[src/sv/mts_pkg.sv]
package mts_pkg;

  localparam int MAX_SIDE_DEF = 64;

  localparam int DATA_W = 32;
  localparam int SIZE_W = 7;
  localparam logic [SIZE_W-1:0] SIZE_RST = 7'd64;

  // APB: one 32-bit register at byte address 0
  localparam int CFG_AW = 3;
  localparam int CFG_DW = 32;
  localparam logic [0:0] REG_MATRIX_SIZE = 1'b0;

  typedef enum logic {
    MODE_LOAD  = 1'b0,
    MODE_FETCH = 1'b1
  } mode_t;

  // request held between the sequencer and the result stage
  typedef struct packed {
    logic valid;
    logic fetch;    // 1: fetch, 0: load
    logic restart;  // load that opens a new matrix
    logic cmp;      // load below the diagonal, check against mirror
    logic last;     // final element of the transpose
    logic rdy;      // fetch against a complete matrix
  } stage_req_t;

endpackage

[src/sv/mts_out.sv]
module mts_out (
  input  logic                       clk,
  input  logic                       rst_n,
  input  logic                       cfg_wr,
  input  mts_pkg::stage_req_t        req,
  input  logic [mts_pkg::DATA_W-1:0] value,
  input  logic [mts_pkg::DATA_W-1:0] rd_data,
  output logic                       adv,
  output logic                       out_valid,
  input  logic                       out_ready,
  output logic [mts_pkg::DATA_W-1:0] out_value,
  output logic                       out_last,
  output logic                       out_sym,
  output logic                       out_rdy
);

  logic sym_r, sym_nxt, sym_base;
  logic out_valid_r, out_valid_nxt;
  logic [mts_pkg::DATA_W-1:0] out_value_r;
  logic out_last_r, out_sym_r, out_rdy_r;
  logic take;

  // IEEE equality: NaN never equal, signed zeros equal
  function automatic logic fp_eq(input logic [31:0] a, input logic [31:0] b);
    logic nan_a, nan_b;
    nan_a = a[30:0] > 31'h7F80_0000;
    nan_b = b[30:0] > 31'h7F80_0000;
    if (nan_a || nan_b) begin
      fp_eq = 1'b0;
    end else if ((a[30:0] | b[30:0]) == '0) begin
      fp_eq = 1'b1;
    end else begin
      fp_eq = (a == b);
    end
  endfunction

  assign adv  = req.valid && (!req.fetch || !out_valid_r || out_ready);
  assign take = adv && req.fetch;

  always_comb begin
    sym_base = req.restart ? 1'b1 : sym_r;
    sym_nxt  = sym_r;
    if (cfg_wr) begin
      sym_nxt = 1'b1;
    end else if (adv && !req.fetch) begin
      sym_nxt = sym_base && (!req.cmp || fp_eq(value, rd_data));
    end
    out_valid_nxt = out_valid_r;
    if (take) begin
      out_valid_nxt = 1'b1;
    end else if (out_ready) begin
      out_valid_nxt = 1'b0;
    end
  end

  always_ff @(posedge clk) begin
    if (!rst_n) begin
      sym_r       <= 1'b1;
      out_valid_r <= 1'b0;
    end else begin
      sym_r       <= sym_nxt;
      out_valid_r <= out_valid_nxt;
    end
  end

  always_ff @(posedge clk) begin
    if (take) begin
      out_value_r <= req.rdy ? rd_data : '0;
      out_last_r  <= req.last;
      out_sym_r   <= req.rdy && sym_r;
      out_rdy_r   <= req.rdy;
    end
  end

  assign out_valid = out_valid_r;
  assign out_value = out_value_r;
  assign out_last  = out_last_r;
  assign out_sym   = out_sym_r;
  assign out_rdy   = out_rdy_r;

endmodule

[config.mk]
export PLATFORM = sky130hd
export DESIGN_NAME = mts_out
export DESIGN_NICKNAME = d
export VERILOG_FILES = /design/src/sv/mts_pkg.sv /design/src/sv/mts_out.sv
export SDC_FILE = /design/constraint.sdc
export NUM_CORES = 1
export LEC_CHECK = 0
export ABC_AREA = 1
export BUFFER_PORTS_ARGS = -buffer_cell sky130_fd_sc_hd__buf_2
export CORE_ASPECT_RATIO = 1.1
export CORE_UTILIZATION = 51
export CTS_BUF_LIST = sky130_fd_sc_hd__clkbuf_4 sky130_fd_sc_hd__clkbuf_8 sky130_fd_sc_hd__clkbuf_16
export DETAILED_ROUTE_END_ITERATION = 6
export GPL_ROUTABILITY_DRIVEN = 0
export PLACE_DENSITY = 0.86
export SLEW_MARGIN = 30
export SYNTH_ARGS = -nofsm -noshare
export SYNTH_HDL_FRONTEND = slang
export SYNTH_SLANG_ARGS = --single-unit
export TNS_END_PERCENT = 10
[constraint.sdc]
create_clock -name clk -period 4.1 [get_ports clk]
set_input_delay 0 -clock clk [delete_from_list [all_inputs] [get_ports clk]]
set_output_delay 0 -clock clk [all_outputs]
set_load 0.05 [all_outputs]
==> run_results.csv <==
group,metric,value,unit
clock_network,root_buffer,"clkbuf_8",
die,die_area,0.00517,mm²
critical_path,startpoint_type,"flop",
worst_hold_path,hold_depth,3,
global_route,globalRouteMet3Util,5.30,%
die,io_pins,111,
synthesis,synth.distinct_cells,18,
flow_run,maxCapViolCount,0,
finish,layoutNonFillerInstCount,512,
placement,place_inst,485,
synthesis,synth_cells,322,
synthesis,synth_mux_area_share,0,%
global_route,grt_pass1_wl,9890,µm
global_route,globalRouteMet1Util,28.3,%
sta,setup_slack,2.34,ns
clock_network,clk_path_buf_depth,2,
placement,pre_cts_slack,2.35,ns
route,vias_per_cell,4.83,
sta,fin_tns_setup,0,ns
sta,maxSlewHeadroom,55.7,%
status,status,"complete, but fails checks",
route,drtIter0Drc,151,
pwr,p_per_area,293,mW/mm²
route,antenna_left,0,
pwr,power.leakage,2.04,nW
route,wirelength,6480,µm
sta,fin_crit_sh,43.0,%
status,violations,"negative hold slack",
global_route,grt_max_degree,35,
critical_path,rrSetupSlack,2.34,ns
critical_path,timing.rr.end,"out_value[20]$_SDFFCE_PN0P_",
clock_network,path_clk_slew,0.08,ns
synthesis,synth_top_family_by_area,"simple AND/OR/NAND/NOR gates",
critical_path,reg2regPathDepth,6,
global_route,busiest_layer,"met2",
sta,worstMarginPinSlew,0.664,ns
finish,antenna_cells,0,
finish,final_util,72.6,%
sta,finalSetupViolations,0,
worst_hold_path,hold_end,"out_value[0]$_SDFFCE_PN0P_",
die,die_y,75.3,µm
placement,hpwl,4810,µm
die,start_util,53.2,%
clock_network,cts_setup_buffers,0,
critical_path,r2r-start,"out_valid$_SDFFE_PN0P_",
synthesis,ys_seq_elements,37,
die,fp.dieW,68.6,µm
clock_network,cts.sinks,37,
sta,holdWs,-0.00328,ns
clock_network,htree_levels,2,
clock_network,cts_buffers,5,
route,vias,2475,
route,drt_pass1_iterations,4,
synthesis,synthesis.area,0.00249,mm²
route,drc,0,
sta,max_freq,567,MHz
finish,syn2layout_area_growth,36.5,%
finish,drive_above_1_share,26.5,%
worst_hold_path,hp-class,"primary input to flop",
worst_hold_path,hp-start,"rd_data[0]",
synthesis,synthXorXnorAreaFrac,0.352,%
synthesis,synth_fa_ha_area_share,15.6,%
placement,port-buffer-count,110,
sta,drv_slew,0,
die,rows,26,
sta,rsz0062_at_grt,"false",
pwr,ir_drop,0.160,mV
synthesis,ys_seq_area_share,43.8,%
synthesis,syn_nets,427,
synthesis,synth_compound_area_share,0.854,%
critical_path,required,4.12,ns
sta,fin_skew,0.00830,ns
critical_path,cp.arrival,1.78,ns
global_route,grt_util_all_layers,26.6,%
sta,hold_violations,1,
sta,timing.final.crit_period,1.76,ns
die,core-area,0.00468,mm²
critical_path,endpoint_kind,"flop",
clock_network,clock_latency,0.29,ns
global_route,grt_use_met2,47.4,%
global_route,grt_pass1_vias,2411,
critical_path,critPathMaxFanout,32,
critical_path,crit_type,"flop to flop",
route,wl_per_cell,12.7,µm
finish,nets,560,
global_route,grt_overflow,0,
synthesis,synthSimpleGateAreaFrac,22.7,%
synthesis,avgSynthCellArea,7.73,µm²
clock_network,cts_tree,"done",
synthesis,yosysWarnings,0,
global_route,antenna_found_initial,0,
-- state kept, by name (all words and copies together), names as in the netlist --
signal     cells
out_last       1
out_value     32
out_rdy        1
out_valid      1
sym_r          1
out_sym        1
-- cells in the mapped netlist --
library cell,count,area [µm²]
inv_1,106,398
nand4_1,8,50.1
nor2_1,50,188
a31o_2,1,8.76
and2_1,1,6.26
o21ai_0,1,5.00
a21boi_0,1,7.51
nor3_1,2,10.0
clkbuf_1,1,3.75
buf_2,3,15.0
nor2_2,1,6.26
nand2_1,71,267
nand3_1,5,25.0
dfxtp_1,2,40.0
and3_1,2,12.5
xnor2_1,1,8.76
edfxtp_1,35,1050
ha_1,31,388
-- critical path, cell delays in order, from the launching register on --
cell and delay [ns]:
dfxtp_1 0.31, inv_1 0.05, nor2_1 0.04, a21boi_0 0.22, nand2_1 0.10, inv_2 0.50
buf_4 0.26
-- cells by family (layout without fill, tap and decap cells) --
group	after synthesis	after routing
xor+xnor	1	1
fa+ha+maj	31	31
simple gates	140	140
compound gates	3	3
flops	37	37
buf+inv	110	244
-- per-stage QoR --
stage               hold WS, ns  instance area, µm²  total power [mW]
global placement          0.181                3100             0.659
floorplan                0.0974                2490             0.584
finish                 -0.00328                3400             0.995
detailed placement        0.193                3100             0.667
global route             0.0154                3400              1.04
CTS                     0.00151                3400             0.995
-- metal layers --
layer | up-vias | part of all wire [%] | wire, µm
met4 | 0 | 5.4 | 350
met2 | 119 | 52 | 3370
li1 | 1219 | - | -
met1 | 1101 | 36 | 2340
met3 | 36 | 6.6 | 430
met5 | - | 0 | 0
-- how the worst max path moves through the flow --
stage / from / end / slack, ns
2_1_floorplan: out_valid$_SDFFE_PN0P_ / out_last$_DFFE_PP_ / 1.06
3_3_place_gp: out_valid$_SDFFE_PN0P_ / out_value[26]$_SDFFCE_PN0P_ / 2.05
3_5_place_dp: out_valid$_SDFFE_PN0P_ / out_value[20]$_SDFFCE_PN0P_ / 2.35
4_1_cts: out_valid$_SDFFE_PN0P_ / out_value[20]$_SDFFCE_PN0P_ / 2.34
5_1_grt: out_valid$_SDFFE_PN0P_ / out_value[19]$_SDFFCE_PN0P_ / 2.22
6_report: out_valid$_SDFFE_PN0P_ / out_value[20]$_SDFFCE_PN0P_ / 2.34
-- placed cells by master, fill, tap and decap left out, types with 2 or more instances in the layout --
cell type,n
buf_2,110
inv_1,105
nand2_1,71
nor2_1,50
edfxtp_1,35
ha_1,31
dlygate4sd3_1,19
nand4_1,8
nand3_1,5
clkbuf_8,5
nor3_1,2
and3_1,2
dfxtp_1,2
-- where the power goes --
part	total, mW	switching, mW	internal [mW]
Combinational	0.237	0.154	0.0831
Sequential	0.439	0.00460	0.435
Clock	0.319	0.133	0.186
Total	0.995	0.292	0.704
-- layout make-up --
cell class              instances  area (µm²)
clock inverters                 2        33.8
fillers                       354        1280
inverters                     106         398
multi-input cells             175         982
well taps                      56        70.1
flip-flops and latches         37        1090
repair buffers                130         748
clock buffers                   6        76.3
-- repair_timing --
| action | CTS | global route |
|---|---|---|
| resized for setup | 0 | 0 |
| hold endpoints to repair | 18 | 0 |
| hold buffers | 19 | 0 |
No activity file was read; power rests on OpenSTA's default activity.
