**src/sv/mts_pkg.sv**
```systemverilog
package mts_pkg;

  localparam int MAX_SIDE_DEF = 64;

  localparam int DATA_W = 32;
  localparam int SIZE_W = 7;
  localparam logic [SIZE_W-1:0] SIZE_RST = 7'd64;

  // APB: one 32-bit register at byte address 0
  localparam int CFG_AW = 3;
  localparam int CFG_DW = 32;
  localparam logic [0:0] REG_MATRIX_SIZE = 1'b0;

  typedef enum logic {
    MODE_LOAD  = 1'b0,
    MODE_FETCH = 1'b1
  } mode_t;

  // request held between the sequencer and the result stage
  typedef struct packed {
    logic valid;
    logic fetch;    // 1: fetch, 0: load
    logic restart;  // load that opens a new matrix
    logic cmp;      // load below the diagonal, check against mirror
    logic last;     // final element of the transpose
    logic rdy;      // fetch against a complete matrix
  } stage_req_t;

endpackage

```
**src/sv/mts_seq.sv**
```systemverilog
module mts_seq #(
  parameter int MAX_SIDE = mts_pkg::MAX_SIDE_DEF,
  parameter int AW       = $clog2(MAX_SIDE * MAX_SIDE)
) (
  input  logic                        clk,
  input  logic                        rst_n,
  input  logic                        cfg_wr,
  input  logic [mts_pkg::SIZE_W-1:0]  cfg_size,
  output logic [mts_pkg::SIZE_W-1:0]  size_o,
  input  logic                        in_valid,
  input  logic                        in_mode,
  input  logic [mts_pkg::DATA_W-1:0]  in_value,
  output logic                        in_ready,
  input  logic                        adv,
  output mts_pkg::stage_req_t         req_o,
  output logic [mts_pkg::DATA_W-1:0]  value_o,
  output logic                        mem_we,
  output logic [AW-1:0]               mem_waddr,
  output logic [mts_pkg::DATA_W-1:0]  mem_wdata,
  output logic                        mem_re,
  output logic [AW-1:0]               mem_raddr
);

  localparam int RW  = $clog2(MAX_SIDE);
  localparam int NW  = $clog2(MAX_SIDE + 1);
  localparam int SZW = ((NW > mts_pkg::SIZE_W) ? NW : mts_pkg::SIZE_W) + 1;

  logic [mts_pkg::SIZE_W-1:0] size_r, size_nxt;
  logic [RW-1:0] load_row_r, load_row_nxt, load_col_r, load_col_nxt;
  logic [RW-1:0] read_row_r, read_row_nxt, read_col_r, read_col_nxt;
  logic          loaded_r, loaded_nxt;
  mts_pkg::stage_req_t req_r, req_nxt;
  logic [mts_pkg::DATA_W-1:0] value_r;

  logic [SZW-1:0] size_x, side_n;
  logic [RW-1:0]  lr, lc;
  logic           accept, is_load;
  logic           lc_end, lr_end, rc_end, rr_end;

  function automatic logic [AW-1:0] addr_of(input logic [RW-1:0] row,
                                            input logic [RW-1:0] col);
    addr_of = AW'(row) * AW'(MAX_SIDE) + AW'(col);
  endfunction

  // side clamped to 1..MAX_SIDE
  always_comb begin
    size_x = SZW'(size_r);
    if (size_r == '0) begin
      side_n = SZW'(1);
    end else if (size_x > SZW'(MAX_SIDE)) begin
      side_n = SZW'(MAX_SIDE);
    end else begin
      side_n = size_x;
    end
  end

  assign in_ready = !req_r.valid || adv;
  assign accept   = in_valid && in_ready;
  assign is_load  = (mts_pkg::mode_t'(in_mode) == mts_pkg::MODE_LOAD);

  // a load after a complete matrix starts over at the origin
  assign lr = loaded_r ? '0 : load_row_r;
  assign lc = loaded_r ? '0 : load_col_r;

  assign lc_end = (SZW'(lc) + SZW'(1)) >= side_n;
  assign lr_end = (SZW'(lr) + SZW'(1)) >= side_n;
  assign rc_end = (SZW'(read_col_r) + SZW'(1)) >= side_n;
  assign rr_end = (SZW'(read_row_r) + SZW'(1)) >= side_n;

  always_comb begin
    size_nxt     = size_r;
    load_row_nxt = load_row_r;
    load_col_nxt = load_col_r;
    read_row_nxt = read_row_r;
    read_col_nxt = read_col_r;
    loaded_nxt   = loaded_r;
    req_nxt      = req_r;
    if (adv) begin
      req_nxt.valid = 1'b0;
    end
    if (cfg_wr) begin
      size_nxt     = cfg_size;
      load_row_nxt = '0;
      load_col_nxt = '0;
      read_row_nxt = '0;
      read_col_nxt = '0;
      loaded_nxt   = 1'b0;
    end else if (accept) begin
      req_nxt.valid   = 1'b1;
      req_nxt.fetch   = !is_load;
      req_nxt.restart = is_load && loaded_r;
      req_nxt.cmp     = is_load && (lr > lc);
      req_nxt.last    = !is_load && loaded_r && rc_end && rr_end;
      req_nxt.rdy     = !is_load && loaded_r;
      if (is_load) begin
        if (loaded_r) begin
          read_row_nxt = '0;
          read_col_nxt = '0;
        end
        loaded_nxt = 1'b0;
        if (lc_end) begin
          load_col_nxt = '0;
          if (lr_end) begin
            load_row_nxt = '0;
            loaded_nxt   = 1'b1;
          end else begin
            load_row_nxt = lr + RW'(1);
          end
        end else begin
          load_row_nxt = lr;
          load_col_nxt = lc + RW'(1);
        end
      end else if (loaded_r) begin
        if (rc_end) begin
          read_col_nxt = '0;
          read_row_nxt = rr_end ? '0 : read_row_r + RW'(1);
        end else begin
          read_col_nxt = read_col_r + RW'(1);
        end
      end
    end
  end

  always_ff @(posedge clk) begin
    if (!rst_n) begin
      size_r     <= mts_pkg::SIZE_RST;
      load_row_r <= '0;
      load_col_r <= '0;
      read_row_r <= '0;
      read_col_r <= '0;
      loaded_r   <= 1'b0;
      req_r      <= '0;
    end else begin
      size_r     <= size_nxt;
      load_row_r <= load_row_nxt;
      load_col_r <= load_col_nxt;
      read_row_r <= read_row_nxt;
      read_col_r <= read_col_nxt;
      loaded_r   <= loaded_nxt;
      req_r      <= req_nxt;
    end
  end

  always_ff @(posedge clk) begin
    if (accept) begin
      value_r <= in_value;
    end
  end

  // load writes (r,c) and reads mirror (c,r); fetch reads (col,row)
  assign mem_we    = accept && is_load && !cfg_wr;
  assign mem_waddr = addr_of(lr, lc);
  assign mem_wdata = in_value;
  assign mem_re    = accept;
  assign mem_raddr = is_load ? addr_of(lc, lr) : addr_of(read_col_r, read_row_r);

  assign size_o  = size_r;
  assign req_o   = req_r;
  assign value_o = value_r;

endmodule

```
**config.mk**
```make
export PLATFORM = sky130hd
export DESIGN_NAME = mts_seq
export DESIGN_NICKNAME = d
export VERILOG_FILES = /design/src/sv/mts_pkg.sv /design/src/sv/mts_seq.sv
export SDC_FILE = /design/constraint.sdc
export NUM_CORES = 1
export LEC_CHECK = 0
export BUFFER_PORTS_ARGS = -buffer_cell sky130_fd_sc_hd__buf_2
export CAP_MARGIN = 20
export CORE_ASPECT_RATIO = 0.6
export CORE_MARGIN = 2
export CORE_UTILIZATION = 25
export CTS_CLUSTER_SIZE = 20
export DETAILED_ROUTE_END_ITERATION = 7
export GPL_ROUTABILITY_DRIVEN = 0
export HOLD_SLACK_MARGIN = 0.12
export PLACE_DENSITY = 0.5
export SLEW_MARGIN = 20
export SYNTH_ARGS = -nofsm -noshare
export SYNTH_HDL_FRONTEND = slang
export SYNTH_SLANG_ARGS = --single-unit
```
**constraint.sdc**
```tcl
create_clock -name clk -period 4.36 [get_ports clk]
set_input_delay 0.436 -clock clk [delete_from_list [all_inputs] [get_ports clk]]
set_output_delay 0.436 -clock clk [all_outputs]
set_load 0.03 [all_outputs]
```
==> flow_metrics.py <==
metrics = {
    "status": {
        "status": "completed",
    },
    "global_route": {
        "grt_max_degree": 26,
        "grt_antenna_before_repair": 1,
        "grtUsageMet3_pct": 4.70,
        "grt_util_met2_pct": 20.2,
        "grt-ovfl-total": 0,
        "gr-usage-met1_pct": 22.2,
        "grt.busiest_layer": "met1",
        "grt_pass1_wl_um": 20200,
        "grt_pass1_vias": 3570,
        "grt_usage_pct": 14.8,
    },
    "setup_path": {
        "cp_slowest_cell": "o221ai_2",
        "critical_path.most_common_cell": "ha_1",
        "critPathKind": "flip-flop to flip-flop",
        "path_delay_family": "compound AO/OA/AOI/OAI gates",
        "critPathArrivalTime_ns": 3.78,
        "endpoint_kind": "flip-flop",
        "critPathRequiredTime_ns": 4.54,
        "path_cells": "nand2b_1, inv_1, ha_1, nand3_1, xnor2_1, ha_1, a21o_1, a211oi_1, o21ai_1, o221ai_2, nand4bb_1, a21oi_1",
        "cp_num_buf_inv": 1,
        "max_stage_delay_ns": 0.73,
        "crit_path_start_kind": "flip-flop",
        "crit_path_max_fanout": 18,
    },
    "die": {
        "die_width_um": 172,
        "start_util_pct": 25.8,
        "die_h_um": 105,
        "io_pins": 149,
        "rows": 36,
        "core_area_mm2": 0.0164,
        "die-area_mm2": 0.0180,
    },
    "drt": {
        "postRouteWirelength_um": 12900,
        "detail_route.iter0.violations": 233,
        "drtPass1Iterations": 4,
        "viasPerCell": 4.59,
        "wl_per_cell_um": 16.4,
        "drt_drc_violations_left": 0,
        "ant_nets": 0,
        "via_count": 3624,
    },
    "timing": {
        "period_share_pct": 82.4,
        "final_hold_viol_count": 0,
        "maxSlewHeadroom_pct": 40.5,
        "fin_crit_ns": 3.59,
        "finalMaxSlewViolations": 0,
        "layout_setup_ws_ns": 0.767,
        "hold_slack_ns": 0.295,
        "final-setup-viol-count": 0,
        "tns_ns": 0,
        "clock_skew_ns": 0.00850,
        "worstMarginPinSlew_ns": 0.893,
        "rsz0062_at_grt": "no",
        "fmax_mhz": 278,
    },
    "clock_tree": {
        "postCtsResizedCells": 0,
        "clock_latency_ns": 0.33,
        "cts_buffer_depth": 2,
        "numCtsBuffers": 9,
        "cts.clk_slew.worst_paths_ns": 0.06,
        "post_cts_buffers": 0,
        "cts_tree": "done",
        "cts.root.buffer_cell": "clkbuf_16",
        "cts.sinks": 70,
        "hold_buffers": 0,
        "htree_levels": 3,
    },
    "worst_hold_path": {
        "hp-class": "input pin to flip-flop",
    },
    "cells_and_area": {
        "drive_gt1_share_pct": 32.9,
        "final_cell_area_mm2": 0.00528,
        "fillers": 1757,
        "fin_nets": 634,
        "areaGrowthSynthToFinish_pct": 24.9,
        "register_area_mm2": 0.00172,
        "multi_input_area_mm2": 0.00210,
    },
    "yosys": {
        "yosys_most_used_dff": "dfxtp_1",
        "yosys_warnings": 0,
        "yosysSeqAreaShare_pct": 40.8,
        "yosysUniqueCellTypes": 64,
        "avgSynthCellArea_um2": 9.54,
        "synth_top_area_share_pct": 22.7,
        "yosys.area.top_type": "edfxtp_1",
        "synth_area_leaders": "edfxtp_1, dfxtp_1, ha_1",
        "ys_ff_latch": 70,
        "synthesis.nets": 522,
        "async_flop_share_pct": 0,
        "netlist_instances": 443,
        "synth-edff-count": 32,
        "synth.cell_area_mm2": 0.00422,
    },
    "pwr": {
        "ir_worst_vdd_uv": 158,
        "leakage_nw": 2.39,
        "finalPower_mw": 1.79,
        "powerDensity_mw_per_mm2": 339,
    },
    "place": {
        "placed_area_mm2": 0.00494,
        "io_buffers": 148,
        "place_worst_setup_slack_ns": 0.834,
        "hpwl_um": 10200,
    },
    "run": {
        "cap_violations": 0,
    },
}
[layout make-up]
cell class              instances  area share [%]
inverters                      21            1.49
flip-flops and latches         70            32.6
diodes                          1          0.0474
multi-input cells             303            39.9
well taps                     228            5.41
clock inverters                 5           0.996
clock buffers                  11            5.22
repair buffers                150            14.3
[cell usage in the layout, fill, tap and decap left out, types with 3 or more instances in the layout]
| master | netlist | layout |
|---|---|---|
| buf_2 | 1 | 148 |
| nand2_1 | 40 | 40 |
| dfxtp_1 | 38 | 38 |
| ha_1 | 34 | 34 |
| edfxtp_1 | 32 | 32 |
| nor2_1 | 24 | 24 |
| o21ai_0 | 24 | 24 |
| a21oi_1 | 23 | 23 |
| inv_1 | 20 | 20 |
| nand3_1 | 17 | 17 |
| nor2b_1 | 15 | 15 |
| nand2b_1 | 15 | 15 |
| clkbuf_16 | 0 | 11 |
| xnor2_1 | 8 | 8 |
| and3_1 | 8 | 8 |
| mux2i_1 | 8 | 8 |
| xor2_1 | 6 | 6 |
| a21o_1 | 6 | 6 |
| o21ai_1 | 6 | 6 |
| a31oi_1 | 6 | 6 |
| nor3_1 | 5 | 5 |
| a22oi_1 | 4 | 4 |
| o41ai_1 | 4 | 4 |
| a31o_1 | 3 | 3 |
| and2_1 | 3 | 3 |
| o22ai_2 | 3 | 3 |
| a2111oi_0 | 3 | 3 |
| clkinv_2 | 0 | 3 |
[through the flow]
stage,utilization (%),std cells
after detailed placement,30.2,772
after global routing,32.2,788
after floorplan,-,443
after global placement,30.2,772
after CTS,32.2,788
final,32.2,789
[sequential cells by signal, summed over array words and instances (netlist names)]
register and cells:
read_col_r 6, load_col_r 6, loaded_r 1, read_row_r 6, value_o 32, req_o 6, load_row_r 6, size_o 7
[report_power, final]
group / total (mW) / switching (mW) / internal [mW]
clock: 0.795 / 0.286 / 0.509
sequential: 0.725 / 0.0108 / 0.715
combinational: 0.268 / 0.191 / 0.0777
[synth_stat cells, types with 4 or more instances]
library cell,n
nor2b_1,15
buf_4,34
o21ai_0,24
nor3_1,5
dfxtp_1,38
edfxtp_1,32
xnor2_1,8
nand2_1,40
nor2_1,24
a21o_1,6
ha_1,34
clkbuf_1,13
a22oi_1,4
xor2_1,6
nand3_1,17
o21ai_1,6
inv_1,20
a31oi_1,6
and3_1,8
a21oi_1,23
o41ai_1,4
nand2b_1,15
mux2i_1,8
[logic make-up after synthesis]
logic type      count (synthesis)  share of synthesized area, %
compound gates                103                          16.7
xor+xnor                       14                          2.90
fa+ha+maj                      35                          10.3
flops                          70                          40.8
simple gates                  141                          17.4
buf+inv                        70                          9.45
mux                            10                          2.43
[worst paths after layout]
path / slack [ns] / end / cells after the start / from
min: 0.30 / value_o[12] / 1 / in_value[12]
max: 0.77 / load_row_r[4] / 12 / loaded_r
max reg2reg: 0.77 / load_row_r[4] / 12 / loaded_r
min reg2reg: 0.47 / load_col_r[4] / 2 / load_col_r[4]
[layer usage]
| layer | wire [µm] | share of wire [%] | vias to the layer above |
|---|---|---|---|
| met5 | 0 | 0 | - |
| met4 | 117 | 0.91 | 0 |
| met3 | 1080 | 8.4 | 11 |
| met2 | 5320 | 41 | 105 |
| met1 | 6390 | 49 | 1722 |
| li1 | - | - | 1786 |
No activity file was read; power rests on OpenSTA's default activity.
